File: src/hdl/salru_ram.sv
// Generic single-write, single-read RAM with registered read data.
// Used for the cache set array; no package dependencies.
`timescale 1ns / 1ps

module salru_ram #(
   parameter int WIDTH = 8,
   parameter int DEPTH = 16
) (
   input  logic                                     clock,
   input  logic                                     wr_en,
   input  logic [(DEPTH > 1 ? $clog2(DEPTH) : 1)-1:0] wr_addr,
   input  logic [WIDTH-1:0]                         wr_data,
   input  logic                                     rd_en,
   input  logic [(DEPTH > 1 ? $clog2(DEPTH) : 1)-1:0] rd_addr,
   output logic [WIDTH-1:0]                         rd_data
);

   logic [WIDTH-1:0] mem_ff [DEPTH];
   logic [WIDTH-1:0] rd_data_ff;

   always_ff @(posedge clock) begin
      if (wr_en) begin
         mem_ff[wr_addr] <= wr_data;
      end
      if (rd_en) begin
         rd_data_ff <= mem_ff[rd_addr];
      end
   end

   assign rd_data = rd_data_ff;

endmodule

File: config.mk
export PLATFORM = sky130hd
export DESIGN_NAME = salru_ram
export DESIGN_NICKNAME = d
export VERILOG_FILES = /design/src/hdl/salru_ram.sv
export SDC_FILE = /design/constraint.sdc
export NUM_CORES = 1
export LEC_CHECK = 0
export ABC_AREA = 1
export BUFFER_PORTS_ARGS = -buffer_cell sky130_fd_sc_hd__buf_2
export CAP_MARGIN = 30
export CORE_MARGIN = 5
export CORE_UTILIZATION = 30
export DETAILED_ROUTE_END_ITERATION = 10
export PLACE_DENSITY = 0.43
export SLEW_MARGIN = 20
export SYNTH_ARGS = -nofsm -noshare
export SYNTH_HDL_FRONTEND = slang
export SYNTH_SLANG_ARGS = --single-unit
File: constraint.sdc
create_clock -name clock -period 3.05 [get_ports clock]
set_clock_uncertainty 0.05 [all_clocks]
set_input_delay 0 -clock clock [delete_from_list [all_inputs] [get_ports clock]]
set_output_delay 0 -clock clock [all_outputs]
set_load 0.1 [all_outputs]
==> impl_metrics.toml <==
[critical_path]
critPathArrivalTime_ns = 1.62
path_buf_inv = 2
critical_path_class = "primary input to register"
reg2regPathDepth = 6
worst_setup_path_end_kind = "register"
crit_top_cell = "nand3_1"
cp_max_fo = 33
required_ns = 3.16
slowest_stage = "buf_2"
start_kind = "primary input"
critical_path.top_delay_family = "buffers and inverters"
cp.depth = 6
slowest_delay_ns = 0.52
path_cells = "buf_2 -> inv_2 -> nand3_1 -> nand3_1 -> nand3_1 -> nand2_1"

[clock_network]
ctsResizeCount = 0
cts_tree = "built"
cts_num_sinks = 136
postCtsSetupRepairBufs = 0
path_clk_slew_ns = 0.05
htreeDepth = 4
cts_hold_buf = 10
cts.path.max_buffers = 2
cts_buffers = 17
clk_latency_ns = 0.42
cts_root_buffer = "clkbuf_16"

[sta]
slew-limit-headroom = 0.426
setup_viol = 0
timing.final.crit_share = 0.493
tns_ns = 0
finalMaxSlewViolations = 0
tightestPinTransition_ns = 0.858
max_freq_ghz = 0.665
rsz0062_at_grt = "false"
fin_crit_ns = 1.50
hold_violations = 0

[die]
core_mm2 = 0.0193
num_rows = 51
start_util = 0.302
die_height_um = 150
die_area_mm2 = 0.0224
fp.dieW_um = 150
ioPinCount = 27

[run]
cap_viol_max_count = 0

[drt]
route.detailed.drc = 0
drt_iter0_markers = 324
wl_met3_um = 556
via_per_inst = 4.31
vias = 3716
drt-pass1-iter-count = 5
drt-wirelength-per-cell_um = 16.4
antenna_left = 0
routed.top_layer = "met4"
wl_met1_um = 6530
wl_um = 14100
route.met2.wl_um = 6850

[synth]
ys_types = 11
synth_area_leader_cell = "edfxtp_1"
synth_top_area_share = 0.698
ys_top_cells_by_count = "nand2_1 (173), edfxtp_1 (136), inv_1 (100)"
syn-num-nets = 570
yosysMostFrequentCell = "nand2_1"
synth_ff_type = "edfxtp_1"
ys_ff_latch = 136
syn_avg_cell_area_um2 = 10.6
syn_area_mm2 = 0.00585
synth_area_leaders = "edfxtp_1 (70%), nand2_1 (11%), nand3_1 (8.3%), inv_1 (6.4%), buf_6 (1.2%)"
synth_edf_count = 136
ys.warnings.count = 0
seq_area_frac_synth = 0.698
synthCells = 551
async_reset_ff_frac = 0

[power]
power_density_mw_per_mm2 = 638
power_mw = 4.34
ir_drop_mv = 0.380
p_leak_nw = 2.86

[global_routing]
grt_pass1_wl_um = 21700
antenna_found_initial = 0
gr-total-overflow = 0
grt_pass1_vias = 3651
grt.total_usage = 0.134
grt_max_degree = 65

[run_status]
status = "completed"

[min_path]
whs_path_depth = 4
hold_path.class = "primary input to register"

[final_layout]
nFillCells = 1897
area_growth_pct = 16.5
fin_nets = 603
drive_gt1_frac = 0.0955
diodes = 0
utilization = 0.352

[placement]
portBuffers = 26
routabilityCongestion = 0.809
place_hpwl_um = 8780
[placed cells by master, fill, tap and decap left out]
master,count
buf_4,1
nand2_1,173
nor2_1,17
clkbuf_16,17
nand3b_1,2
inv_2,2
buf_2,26
clkinv_2,8
clkbuf_1,2
edfxtp_1,136
bufinv_16,2
clkinv_1,3
buf_12,1
inv_1,100
dlygate4sd3_1,10
nand3_1,97
[metal layers]
metal  GRT usage  vias to the layer above
met1       0.175                     1780
met5           0                        -
li1            -                     1844
met2       0.217                       78
met4      0.0471                        0
met3      0.0345                       14
[metrics by stage]
step	instances	worst slack, ns	cell area, um^2	hold WS, ns
after floorplan	551	2.05	5850	0.0489
after global placement	820	1.15	6170	0.328
after detailed placement	820	1.12	6170	0.322
after CTS	862	1.57	6810	0.102
after global routing	862	1.45	6810	0.124
final	862	1.55	6810	0.131
[where the power goes]
group | total (mW) | leakage, nW | switching (mW) | internal (mW)
combinational | 0.322 | 1.35 | 0.248 | 0.0741
sequential | 2.12 | 1.24 | 0.0119 | 2.11
clock | 1.90 | 0.276 | 0.725 | 1.18
[worst paths after layout]
check / endpoint / start / slack [ns]
setup / recovery: rd_data[7] / rd_addr[1] / 1.55
hold / removal: rd_data[6] / rd_addr[2] / 0.13
setup reg to reg: rd_data[7] / mem_ff[3][7] / 1.79
hold reg to reg: rd_data[2] / mem_ff[13][2] / 0.71
[kinds of logic (layout without fill, tap and decap cells)]
family,count (synthesis),count (layout),synth area share
buffers and inverters,126,172,0.0939
and+or+nand+nor,289,289,0.208
DFF,136,136,0.698
[tightest hold or removal path: cells and delay by family]
kind | cells | cell delay (ns)
AND/OR/NAND/NOR | 3 | 0.26
buffers and inverters | 1 | 0.22
[cell type report]
| cell class | count | area (um^2) | area share |
|---|---|---|---|
| Multi-Input combinational cell | 289 | 1210 | 0.178 |
| Clock inverter | 13 | 111 | 0.0163 |
| Timing Repair Buffer | 38 | 258 | 0.0378 |
| Inverter | 102 | 383 | 0.0562 |
| Clock buffer | 19 | 433 | 0.0635 |
| Tap cell | 265 | 332 | 0.0487 |
| Sequential cell | 136 | 4080 | 0.599 |
[state kept, by name, summed over array words and instances (netlist names)]
signal,flops
rd_data,8
mem_ff,128
Note: power is estimated with default switching activity, not from simulation.
